### config.mk
export PLATFORM = sky130hd
export DESIGN_NAME = positional_list_insert_delete
export DESIGN_NICKNAME = d
export VERILOG_FILES = /design/src/design/pli_pkg.sv /design/src/design/positional_list_insert_delete.sv /design/src/design/pli_mem.sv /design/src/design/pli_seq.sv
export SDC_FILE = /design/constraint.sdc
export NUM_CORES = 2
export LEC_CHECK = 0
export BUFFER_PORTS_ARGS = -buffer_cell sky130_fd_sc_hd__buf_4
export CORE_MARGIN = 5
export CORE_UTILIZATION = 45
export CTS_BUF_LIST = sky130_fd_sc_hd__clkbuf_4 sky130_fd_sc_hd__clkbuf_8
export DETAILED_ROUTE_END_ITERATION = 7
export SYNTH_ARGS = -nofsm -noshare
export SYNTH_HDL_FRONTEND = slang
export SYNTH_SLANG_ARGS = --single-unit
### constraint.sdc
create_clock -name clk -period 9.3 [get_ports clk]
set_input_delay 0.93 -clock clk [delete_from_list [all_inputs] [get_ports clk]]
set_output_delay 0.93 -clock clk [all_outputs]
set_load 0.01 [all_outputs]
### src/design/pli_pkg.sv
// shared types and constants for the positional list insert/delete block
// no dependencies; used by pli_seq and positional_list_insert_delete
package pli_pkg;

  // default geometry of the list store
  localparam int MAX_ENTRIES_DEF = 64;
  localparam int ELEM_WIDTH_DEF  = 32;

  // fixed port widths
  localparam int POS_W    = 7;
  localparam int WORD_W   = 32;
  localparam int COUNT_W  = 7;
  localparam int STATUS_W = 2;

  // operation codes
  localparam logic OP_INSERT = 1'b0;
  localparam logic OP_DELETE = 1'b1;

  // status codes
  localparam logic [STATUS_W-1:0] ST_OK    = 2'd0;
  localparam logic [STATUS_W-1:0] ST_RANGE = 2'd1;
  localparam logic [STATUS_W-1:0] ST_FULL  = 2'd2;

  // one finished result word
  typedef struct packed {
    logic [STATUS_W-1:0] status;
    logic [WORD_W-1:0]   removed;
    logic [COUNT_W-1:0]  count;
  } res_t;

endpackage

### src/design/positional_list_insert_delete.sv
// top level of the positional list: sequencer, entry store and result register
// depends on pli_pkg, pli_mem and pli_seq
//
// Usage:
//   Request channel (req_valid / req_stall) carries op, position and payload.
//   An insert at one-based position p opens a gap at p and stores the word;
//   a delete at p returns the word there and closes the gap. Refused
//   requests (full list, bad position) leave the list unchanged.
//   Response channel (rsp_valid / rsp_stall) carries status, removed and
//   count, exactly one word per request, in request order.
// Shifting:
//   The list lives in a single-port-read, single-port-write memory, so the
//   shift moves one entry per cycle. An accepted insert walks the entries
//   from the last down to its index and then writes the word; a delete reads
//   the removed word and walks the entries above it down; a refused request
//   goes straight to the response. The sequencer is idle from the edge that
//   loads the response register, so the next request is taken in the cycle after.
// Reset:
//   rst empties the list and drops any pending response; entry contents are
//   not cleared and no clearing pass is needed.
// Stalls:
//   While rsp_stall holds a response, one more request can still be taken and
//   worked on; its result then waits in the sequencer until the register frees.
module positional_list_insert_delete #(
  parameter int MAX_ENTRIES = pli_pkg::MAX_ENTRIES_DEF,
  parameter int ELEM_WIDTH  = pli_pkg::ELEM_WIDTH_DEF
) (
  input  logic                          clk,
  input  logic                          rst,
  input  logic                          req_valid,
  output logic                          req_stall,
  input  logic                          op,
  input  logic [pli_pkg::POS_W-1:0]     position,
  input  logic [pli_pkg::WORD_W-1:0]    payload,
  output logic                          rsp_valid,
  input  logic                          rsp_stall,
  output logic [pli_pkg::STATUS_W-1:0]  status,
  output logic [pli_pkg::WORD_W-1:0]    removed,
  output logic [pli_pkg::COUNT_W-1:0]   count
);

  localparam int AW = $clog2(MAX_ENTRIES);
  localparam int FW = $clog2(MAX_ENTRIES + 1);

  logic                   rd_en;
  logic [AW-1:0]          rd_addr;
  logic [ELEM_WIDTH-1:0]  rd_data;
  logic                   wr_en;
  logic [AW-1:0]          wr_addr;
  logic [ELEM_WIDTH-1:0]  wr_data;
  logic                   res_valid;
  logic                   res_take;
  pli_pkg::res_t          res;

  pli_seq #(
    .MAX_ENTRIES (MAX_ENTRIES),
    .ELEM_WIDTH  (ELEM_WIDTH),
    .AW          (AW),
    .FW          (FW)
  ) u_seq (
    .clk       (clk),
    .rst       (rst),
    .req_valid (req_valid),
    .req_stall (req_stall),
    .op        (op),
    .position  (position),
    .payload   (payload),
    .res_valid (res_valid),
    .res_take  (res_take),
    .res       (res),
    .rd_en     (rd_en),
    .rd_addr   (rd_addr),
    .rd_data   (rd_data),
    .wr_en     (wr_en),
    .wr_addr   (wr_addr),
    .wr_data   (wr_data)
  );

  pli_mem #(
    .DEPTH (MAX_ENTRIES),
    .WIDTH (ELEM_WIDTH),
    .AW    (AW)
  ) u_mem (
    .clk     (clk),
    .rd_en   (rd_en),
    .rd_addr (rd_addr),
    .rd_data (rd_data),
    .wr_en   (wr_en),
    .wr_addr (wr_addr),
    .wr_data (wr_data)
  );

  // response register loads when empty or being drained
  assign res_take = !rsp_valid || !rsp_stall;

  always_ff @(posedge clk) begin
    if (rst) begin
      rsp_valid <= 1'b0;
    end else if (res_take) begin
      rsp_valid <= res_valid;
    end
  end

  // response word
  always_ff @(posedge clk) begin
    if (res_take && res_valid) begin
      status  <= res.status;
      removed <= res.removed;
      count   <= res.count;
    end
  end

endmodule

### src/design/pli_mem.sv
// list entry store: one write port, one read port with registered read data
// no package dependencies
module pli_mem #(
  parameter int DEPTH = 64,
  parameter int WIDTH = 32,
  parameter int AW    = 6
) (
  input  logic             clk,
  input  logic             rd_en,
  input  logic [AW-1:0]    rd_addr,
  output logic [WIDTH-1:0] rd_data,
  input  logic             wr_en,
  input  logic [AW-1:0]    wr_addr,
  input  logic [WIDTH-1:0] wr_data
);

  logic [WIDTH-1:0] mem [DEPTH];

  // write port
  always_ff @(posedge clk) begin
    if (wr_en) begin
      mem[wr_addr] <= wr_data;
    end
  end

  // read port, registered read data
  always_ff @(posedge clk) begin
    if (rd_en) begin
      rd_data <= mem[rd_addr];
    end
  end

endmodule

### src/design/pli_seq.sv
// sequencer: checks each request, walks the entry store to open or close a gap
// depends on pli_pkg; drives the ports of pli_mem
module pli_seq #(
  parameter int MAX_ENTRIES = pli_pkg::MAX_ENTRIES_DEF,
  parameter int ELEM_WIDTH  = pli_pkg::ELEM_WIDTH_DEF,
  parameter int AW          = $clog2(MAX_ENTRIES),
  parameter int FW          = $clog2(MAX_ENTRIES + 1)
) (
  input  logic                        clk,
  input  logic                        rst,
  // request side
  input  logic                        req_valid,
  output logic                        req_stall,
  input  logic                        op,
  input  logic [pli_pkg::POS_W-1:0]   position,
  input  logic [pli_pkg::WORD_W-1:0]  payload,
  // result side
  output logic                        res_valid,
  input  logic                        res_take,
  output pli_pkg::res_t               res,
  // entry store
  output logic                        rd_en,
  output logic [AW-1:0]               rd_addr,
  input  logic [ELEM_WIDTH-1:0]       rd_data,
  output logic                        wr_en,
  output logic [AW-1:0]               wr_addr,
  output logic [ELEM_WIDTH-1:0]       wr_data
);

  typedef enum logic [2:0] {
    IDLE,
    INS,
    PUT,
    DEL,
    DONE
  } state_t;

  state_t                 state;
  logic [FW-1:0]          fill;
  logic [AW-1:0]          ptr;
  logic [AW-1:0]          tgt;
  logic [ELEM_WIDTH-1:0]  word;
  logic                   first;

  logic                   acc;
  logic                   ins_full;
  logic                   ins_bad;
  logic                   del_bad;
  logic [AW-1:0]          idx;
  logic                   ins_at_end;

  assign req_stall = (state != IDLE);
  assign res_valid = (state == DONE);
  assign acc       = req_valid && (state == IDLE);

  // request checks
  assign ins_full   = 32'(fill) >= 32'(MAX_ENTRIES);
  assign ins_bad    = (32'(position) < 32'd1) || (32'(position) > 32'(fill) + 32'd1);
  assign del_bad    = (32'(position) < 32'd1) || (32'(position) > 32'(fill));
  assign idx        = AW'(position - 7'd1);
  assign ins_at_end = (FW'(idx) == fill);

  // entry store access
  always_comb begin
    rd_en   = 1'b0;
    rd_addr = '0;
    wr_en   = 1'b0;
    wr_addr = '0;
    wr_data = '0;
    case (state)
      IDLE: begin
        if (acc && op == pli_pkg::OP_INSERT && !ins_full && !ins_bad && !ins_at_end) begin
          rd_en   = 1'b1;
          rd_addr = AW'(fill - 1'b1);
        end
        if (acc && op == pli_pkg::OP_DELETE && !del_bad) begin
          rd_en   = 1'b1;
          rd_addr = idx;
        end
      end
      INS: begin
        // move one word up, fetch the one below it
        wr_en   = 1'b1;
        wr_addr = ptr + 1'b1;
        wr_data = rd_data;
        if (ptr != tgt) begin
          rd_en   = 1'b1;
          rd_addr = ptr - 1'b1;
        end
      end
      PUT: begin
        wr_en   = 1'b1;
        wr_addr = tgt;
        wr_data = word;
      end
      DEL: begin
        // move one word down, fetch the one above it
        if (!first) begin
          wr_en   = 1'b1;
          wr_addr = ptr - 1'b1;
          wr_data = rd_data;
        end
        if (FW'(ptr) < fill) begin
          rd_en   = 1'b1;
          rd_addr = ptr + 1'b1;
        end
      end
      default: begin
      end
    endcase
  end

  // sequencer state and result register
  always_ff @(posedge clk) begin
    if (rst) begin
      state <= IDLE;
      fill  <= '0;
    end else begin
      case (state)
        IDLE: begin
          if (acc) begin
            word        <= ELEM_WIDTH'(payload);
            tgt         <= idx;
            first       <= 1'b1;
            res.removed <= '0;
            res.count   <= pli_pkg::COUNT_W'(fill);
            if (op == pli_pkg::OP_INSERT) begin
              if (ins_full) begin
                res.status <= pli_pkg::ST_FULL;
                state      <= DONE;
              end else if (ins_bad) begin
                res.status <= pli_pkg::ST_RANGE;
                state      <= DONE;
              end else begin
                res.status <= pli_pkg::ST_OK;
                res.count  <= pli_pkg::COUNT_W'(fill + 1'b1);
                fill       <= fill + 1'b1;
                ptr        <= AW'(fill - 1'b1);
                state      <= ins_at_end ? PUT : INS;
              end
            end else begin
              if (del_bad) begin
                res.status <= pli_pkg::ST_RANGE;
                state      <= DONE;
              end else begin
                res.status <= pli_pkg::ST_OK;
                res.count  <= pli_pkg::COUNT_W'(fill - 1'b1);
                fill       <= fill - 1'b1;
                ptr        <= idx;
                state      <= DEL;
              end
            end
          end
        end
        INS: begin
          if (ptr == tgt) begin
            state <= PUT;
          end else begin
            ptr <= ptr - 1'b1;
          end
        end
        PUT: begin
          state <= DONE;
        end
        DEL: begin
          if (first) begin
            res.removed <= pli_pkg::WORD_W'(rd_data);
            first       <= 1'b0;
          end
          if (FW'(ptr) < fill) begin
            ptr <= ptr + 1'b1;
          end else begin
            state <= DONE;
          end
        end
        DONE: begin
          if (res_take) begin
            state <= IDLE;
          end
        end
        default: begin
          state <= IDLE;
        end
      endcase
    end
  end

endmodule
After elaboration in Yosys (flattened, before gate mapping)
Memory sizes are Yosys's and may differ from the RTL's. A register that Yosys moved wholly into a read port is not among the register bits.
Index checks and enable logic that the tools add are counted.
{"block": "totals", "regBits": 138, "ram_bits": 2048, "input_bits": 44, "out_inout_bits": 43, "wordCells": 121, "n_memories": 1}
{"block": "classes", "add_sub_neg": 6, "magnitude_cmp": 5, "eq_ne": 17, "muxes": 49, "bitwise_logic": 2, "reduce_logical": 28}
{"memory": "u_mem.mem", "depth": 64, "word_bits": 32, "rd": 1, "rd_ports_with_merged_regs": 1, "wr": 1, "line": "pli_mem.sv:17", "text": "logic [WIDTH-1:0] mem [DEPTH];"}
{"cell": "32-bit one-hot mux with 3 select lines", "count": 1}
{"cell": "6-bit two-way mux", "count": 12}
{"cell": "32-bit two-way mux", "count": 2}
{"cell": "32-bit one-hot mux with 2 select lines", "count": 1}
{"cell": "6-bit one-hot mux with 3 select lines", "count": 3}
{"cell": "39-bit two-way mux", "count": 1}
{"cell": "7-bit two-way mux", "count": 4}
{"cell": "3-bit two-way mux", "count": 8}
{"cell": "3-bit one-hot mux with 5 select lines", "count": 1}
{"cell": "6-bit by 1-bit subtractor with 6-bit output (second input constant)", "count": 2}
{"cell": "1-bit two-way mux", "count": 10}
{"cell": "2-bit by 1-bit != test with 1-bit output (second input constant)", "count": 5}
{"cell": "3-bit != test (second input constant)", "count": 3}
{"cell": "7-bit by 1-bit adder with 8-bit output (second input constant)", "count": 1}
{"cell": "7-bit by 8-bit > comparator with 1-bit output", "count": 1}
{"cell": "1-bit logical AND", "count": 8}
{"cell": "4-bit AND reduction", "count": 2}
{"cell": "8-bit AND reduction", "count": 1}
{"cell": "7-bit by 1-bit adder with 7-bit output (second input constant)", "count": 1}
{"cell": "6-bit by 7-bit == test with 1-bit output", "count": 1}
{"cell": "7-bit greater-or-equal comparator (second input constant)", "count": 1}
{"cell": "7-bit > comparator", "count": 1}
{"cell": "6-bit by 7-bit < comparator with 1-bit output", "count": 1}
{"cell": "7-bit by 1-bit < comparator with 1-bit output (second input constant)", "count": 1}
{"cell": "20 further kinds", "count": 35}

Logic depth before layout (Yosys ltp)
{"block": "depth", "word_depth": 9, "ltp_mapped": 20, "mapped_depth_nobuf": 15}

Hierarchy
From an unflattened synthesis, not the netlist that was laid out.
{"block": "hier_totals", "cells_unflattened": 3875, "area_unflattened_um2": 85675.9}
{"module": "pli_mem", "n_inst": 1, "cells_per_inst": 3323, "area_each_um2": 78829.4, "seq_area_each_um2": 62459.9}
{"module": "pli_seq", "n_inst": 1, "cells_per_inst": 506, "area_each_um2": 5576.6, "seq_area_each_um2": 2782.7}
{"module": "positional_list_insert_delete", "n_inst": 1, "cells_per_inst": 46, "area_each_um2": 1270.0, "seq_area_each_um2": 1251.2}

Least setup slack after synthesis
No wires, ideal clock.
{"block": "synth_path", "path_kind": "input-to-reg", "start": "in position[0] (netlist bit)", "end": "reg u_mem.rd_data[31], read port of u_mem.mem, data pin", "setup_time_ns": 0.255, "t_arrival_ns": 3.809, "t_required_ns": 9.045, "slack_ns": 5.236, "path_stages": 14, "n_path_buf": 3, "cell_sequence": "inv_1 ha_1 or4_1 o41a_2 or2_1 buf_2 nor3b_1 or3_4 or3_1 buf_2 buf_6 a31oi_1 a21oi_1 and3_1"}
{"block": "synth_between", "elab_chain_len": 8, "word_cells_on_any_way": 19, "classes_between": "add/sub: 1; order compare: 3; eq/ne: 1; mux: 6; reduce/logical: 8"}
{"element": "start, declared", "line": "positional_list_insert_delete.sv:33", "text": "input logic [pli_pkg::POS_W-1:0] position,"}
{"element": "branches (longest 8 deep; another with 6-bit by 1-bit subtractor with 6-bit output)"}
{"element": "end, declared", "line": "pli_mem.sv:11", "text": "output logic [WIDTH-1:0] rd_data,"}
Several ways; the timed one is not identified.
A chain may end at the register's enable or synchronous reset.

Worst setup path in the final report
{"block": "layout_path", "start": "reg u_seq.fill[0]", "end": "reg u_mem.rd_data[26], read port of u_mem.mem, data pin"}
{"block": "layout_between", "elab_chain_len": 9, "word_cells_on_any_way": 25, "classes_between": "add/sub: 2; order compare: 4; eq/ne: 1; mux: 8; reduce/logical: 10"}
{"element": "start, declared", "line": "pli_seq.sv:39", "text": "logic [FW-1:0] fill;"}
{"element": "start signal, assigned", "line": "pli_seq.sv:137", "text": "fill <= fill + 1'b1;"}
{"element": "start signal, assigned", "line": "pli_seq.sv:148", "text": "fill <= fill - 1'b1;"}
{"element": "7-bit by 1-bit adder with 8-bit output", "line": "pli_seq.sv:58", "text": "assign ins_bad = (32'(position) < 32'd1) || (32'(position) > 32'(fill) + 32'd1);"}
{"element": "7-bit by 8-bit > comparator with 1-bit output", "line": "pli_seq.sv:58"}
{"element": "1-bit logical OR", "line": "pli_seq.sv:58"}
{"element": "1-bit logical NOT", "line": "pli_seq.sv:72", "text": "if (acc && op == pli_pkg::OP_INSERT && !ins_full && !ins_bad && !ins_at_end) begin"}
{"element": "1-bit logical AND (2 in series)", "line": "pli_seq.sv:72"}
{"element": "6-bit two-way mux or 1-bit two-way mux (tied branches)", "line": "pli_seq.sv:72"}
{"element": "6-bit two-way mux or 1-bit two-way mux (tied branches)", "line": "pli_seq.sv:76", "text": "if (acc && op == pli_pkg::OP_DELETE && !del_bad) begin"}
{"element": "6-bit one-hot mux with 3 select lines or 1-bit one-hot mux with 3 select lines (tied branches)", "line": "pli_seq.sv:70", "text": "case (state)"}
Parallel ways exist; a longest one is shown, timed or not.

==> metrics <==
status=finished, final reports clean; # hold bufs at CTS=28; crit share post-route=73.4%; Max FO, Critical Path=80; Sw Share=27.8%; post-layout utilization of the core=50.9%; Net Sw Power=6.39 mW; Post-Place Cells=8599; Total GRT Usage=24.6%; Hold Violations, Final=0; FF+latch count, synth=2218; clock power share=34.5%; RSZ-0062 raised after global routing=false; Max Clock Freq=146 MHz; number of DRC markers in iteration 0=6737; WHS=0.115 ns; crit path DAT=7.69 ns; Required @ worst endpoint=10.16 ns; first-pass GRT wire length=365 mm; post-route ant nets=0; kind of critical path=reg -> reg; clock root cell=clkbuf_8; Starting Density=45.1%; Post-Syn Instances=6212; Synth Area per Inst=14.0 um2; min Tclk post-route=6.83 ns; MaxCap Viol Count=0; I/O pin total=87; DR pass1 iterations=8; Slew Viols, Final=0; Vias/cell=5.86; CTS Buf Count=357; port bufs=86; vias in the first global route=52179; async set or reset register ratio after synthesis=0%; DIE AREA=202000 um2; Pwr Density=235 nW/um2; antenna violations before repair=11; final setup fails=0; RePlAce Congestion=0.849; setup TNS=0 ns; Layout Cells excl Fill=9245; Clock Path Buffers=4; Reg area=66500 um2; Die H=449 um; Site Rows=161; Post-CTS Setup Inserts=0; Nets=6528; DP HPWL=124 mm; DRC viols=0; Pint=16.6 mW; area of the multi-input gates=19200 um2; top-count cell post-synth=edfxtp_1; Min-Delay Path Class=in -> reg; layout cells sized above 1=13.8%; synth cell count leaders=2207 x edfxtp_1, 1763 x nand2_1, 716 x nand3_1, 221 x clkbuf_1, 166 x mux2i_1; Seq pwr share=50.4%; synth-to-layout area growth=12.9%; Least-Margin Pin Slew=1.39 ns; clock skew=0.0656 ns; Post-synth EDFFs=2207; Resized cells post-CTS=0; Distinct cells, synth=75; synth warn=0; # clock sinks=2218; Critical Path Start Type=flip-flop; Wirelength per Cell=27.5 um; largest net degree at the start of global routing=188; H-tree levels=5; cell area after synthesis=86700 um2; CTS tree=built; Syn Nets=6280; Remaining Overflow, GRT=0; Peak VDD IR=133 uV; register clock-pin slew on the reported worst setup and hold paths=0.06 ns; Seq/Total Area, Yosys=76.7%; latest clock arrival within the worst-skew pair=1.06 ns; die width=449 um; Pleak=33.2 nW; Total Wirelength=254 mm; Fill cells=16261; DR vias=54202; Yosys top cell by area=edfxtp_1; core area=192000 um2; power share of the combinational group=15.1%; Synth area leaders=edfxtp_1 76%, nand2_1 7.6%, nand3_1 4.1%; Synth top area share=76.5%; DP Worst Slack=2.44 ns; Top FF cell, synth=edfxtp_1; slew margin rel.=4.67%; CP endpoint kind=flip-flop; setup ws final=2.47 ns
-- critical path, stage by stage (launching register included) --
cell	delay [ns]
dfxtp_1	0.79
inv_1	0.15
ha_1	0.48
inv_1	0.13
ha_1	0.30
nor2b_1	0.14
o2111ai_1	0.22
a31o_2	0.23
o211ai_2	0.31
o221ai_4	0.64
buf_4	0.40
buf_4	0.77
nand2_1	0.13
a32oi_1	0.24
a31oi_1	0.13
a2111oi_1	1.06
and3_1	0.39
-- power groups by stage --
stage	Sequential [mW]	Clock, mW	Combinational (mW)
2_1_floorplan	11.7	0	2.00
6_report	11.6	7.94	3.49
3_5_place_dp	11.8	0	3.47
5_1_grt	11.6	8.51	3.72
4_1_cts	11.6	8.06	3.48
3_3_place_gp	11.8	0	3.41
-- routing by layer --
layer  global-route usage (%)  vias up  wire length, um
met5                        0        -               22
met4                     10.9        4            11300
met3                     4.42      481            21600
met2                     39.5     2704           121000
met1                     32.9    27328           101000
li1                         -    23685                -
-- path summary, 6_finish.rpt --
path / startpoint / depth (start not counted) / to / slack (ns)
setup / recovery: u_seq.fill[0]$_SDFFE_PP0P_ / 16 / u_mem.rd_data[26]$_DFFE_PP_ / 2.47
hold / removal: payload[1] / 1 / u_seq.word[1]$_DFFE_PP_ / 0.12
setup reg to reg: u_seq.fill[0]$_SDFFE_PP0P_ / 16 / u_mem.rd_data[26]$_DFFE_PP_ / 2.47
hold reg to reg: u_seq.res[6]$_DFFE_PP_ / 0 / count[6]$_DFFE_PP_ / 0.41
-- layout by cell type, fill, tap and decap left out, drive strengths merged, types with 18 or more instances in the layout --
| master | n |
|---|---|
| a22o | 33 |
| edfxtp | 2207 |
| buf | 242 |
| and2 | 38 |
| nand4 | 105 |
| a31oi | 161 |
| ha | 24 |
| a21oi | 94 |
| a2111oi | 32 |
| inv | 24 |
| clkinv | 121 |
| a32oi | 163 |
| nand2 | 1763 |
| mux2i | 166 |
| xnor2 | 18 |
| clkbuf | 481 |
| and3 | 35 |
| dlygate4sd3 | 28 |
| nor2 | 100 |
| nand3 | 716 |
-- per-stage QoR --
stage | instance area [um2] | total power [mW]
2_1_floorplan | 86700 | 13.7
3_3_place_gp | 91000 | 15.2
3_5_place_dp | 91000 | 15.3
4_1_cts | 97800 | 23.1
5_1_grt | 97900 | 23.8
6_report | 97900 | 23.0
-- sequential cells by signal, indices dropped and copies added, names as in the netlist, 3 cells and up --
register,flops
removed,32
u_seq.tgt,6
u_seq.word,32
u_mem.mem,2048
u_seq.fill,7
u_seq.res,41
count,7
u_mem.rd_data,32
u_seq.state,3
u_seq.ptr,6
-- cell families (layout without fill, tap and decap cells) --
family                   count (synthesis)  count (layout)  share of synthesized area (%)
adder cells (fa/ha/maj)                 24              24                          0.346
multiplexers                           169             169                           1.96
AO/OA/AOI/OAI                          556             556                           4.70
AND/OR/NAND/NOR                       2803            2803                           13.9
flip-flops                            2218            2218                           76.7
XOR/XNOR                                37              37                          0.406
other                                    0               7                              0
buffers and inverters                  405             905                           2.02
-- final cells by class --
type	count	share of cell area, %
Sequential cell	2218	67.9
Timing Repair Buffer	270	2.39
Clock inverter	130	0.680
Clock buffer	481	6.04
Antenna cell	7	0.0179
Multi-Input combinational cell	3589	19.6
Inverter	24	0.0946
Tap cell	2526	3.23
Power figures use the tool's default switching activity.
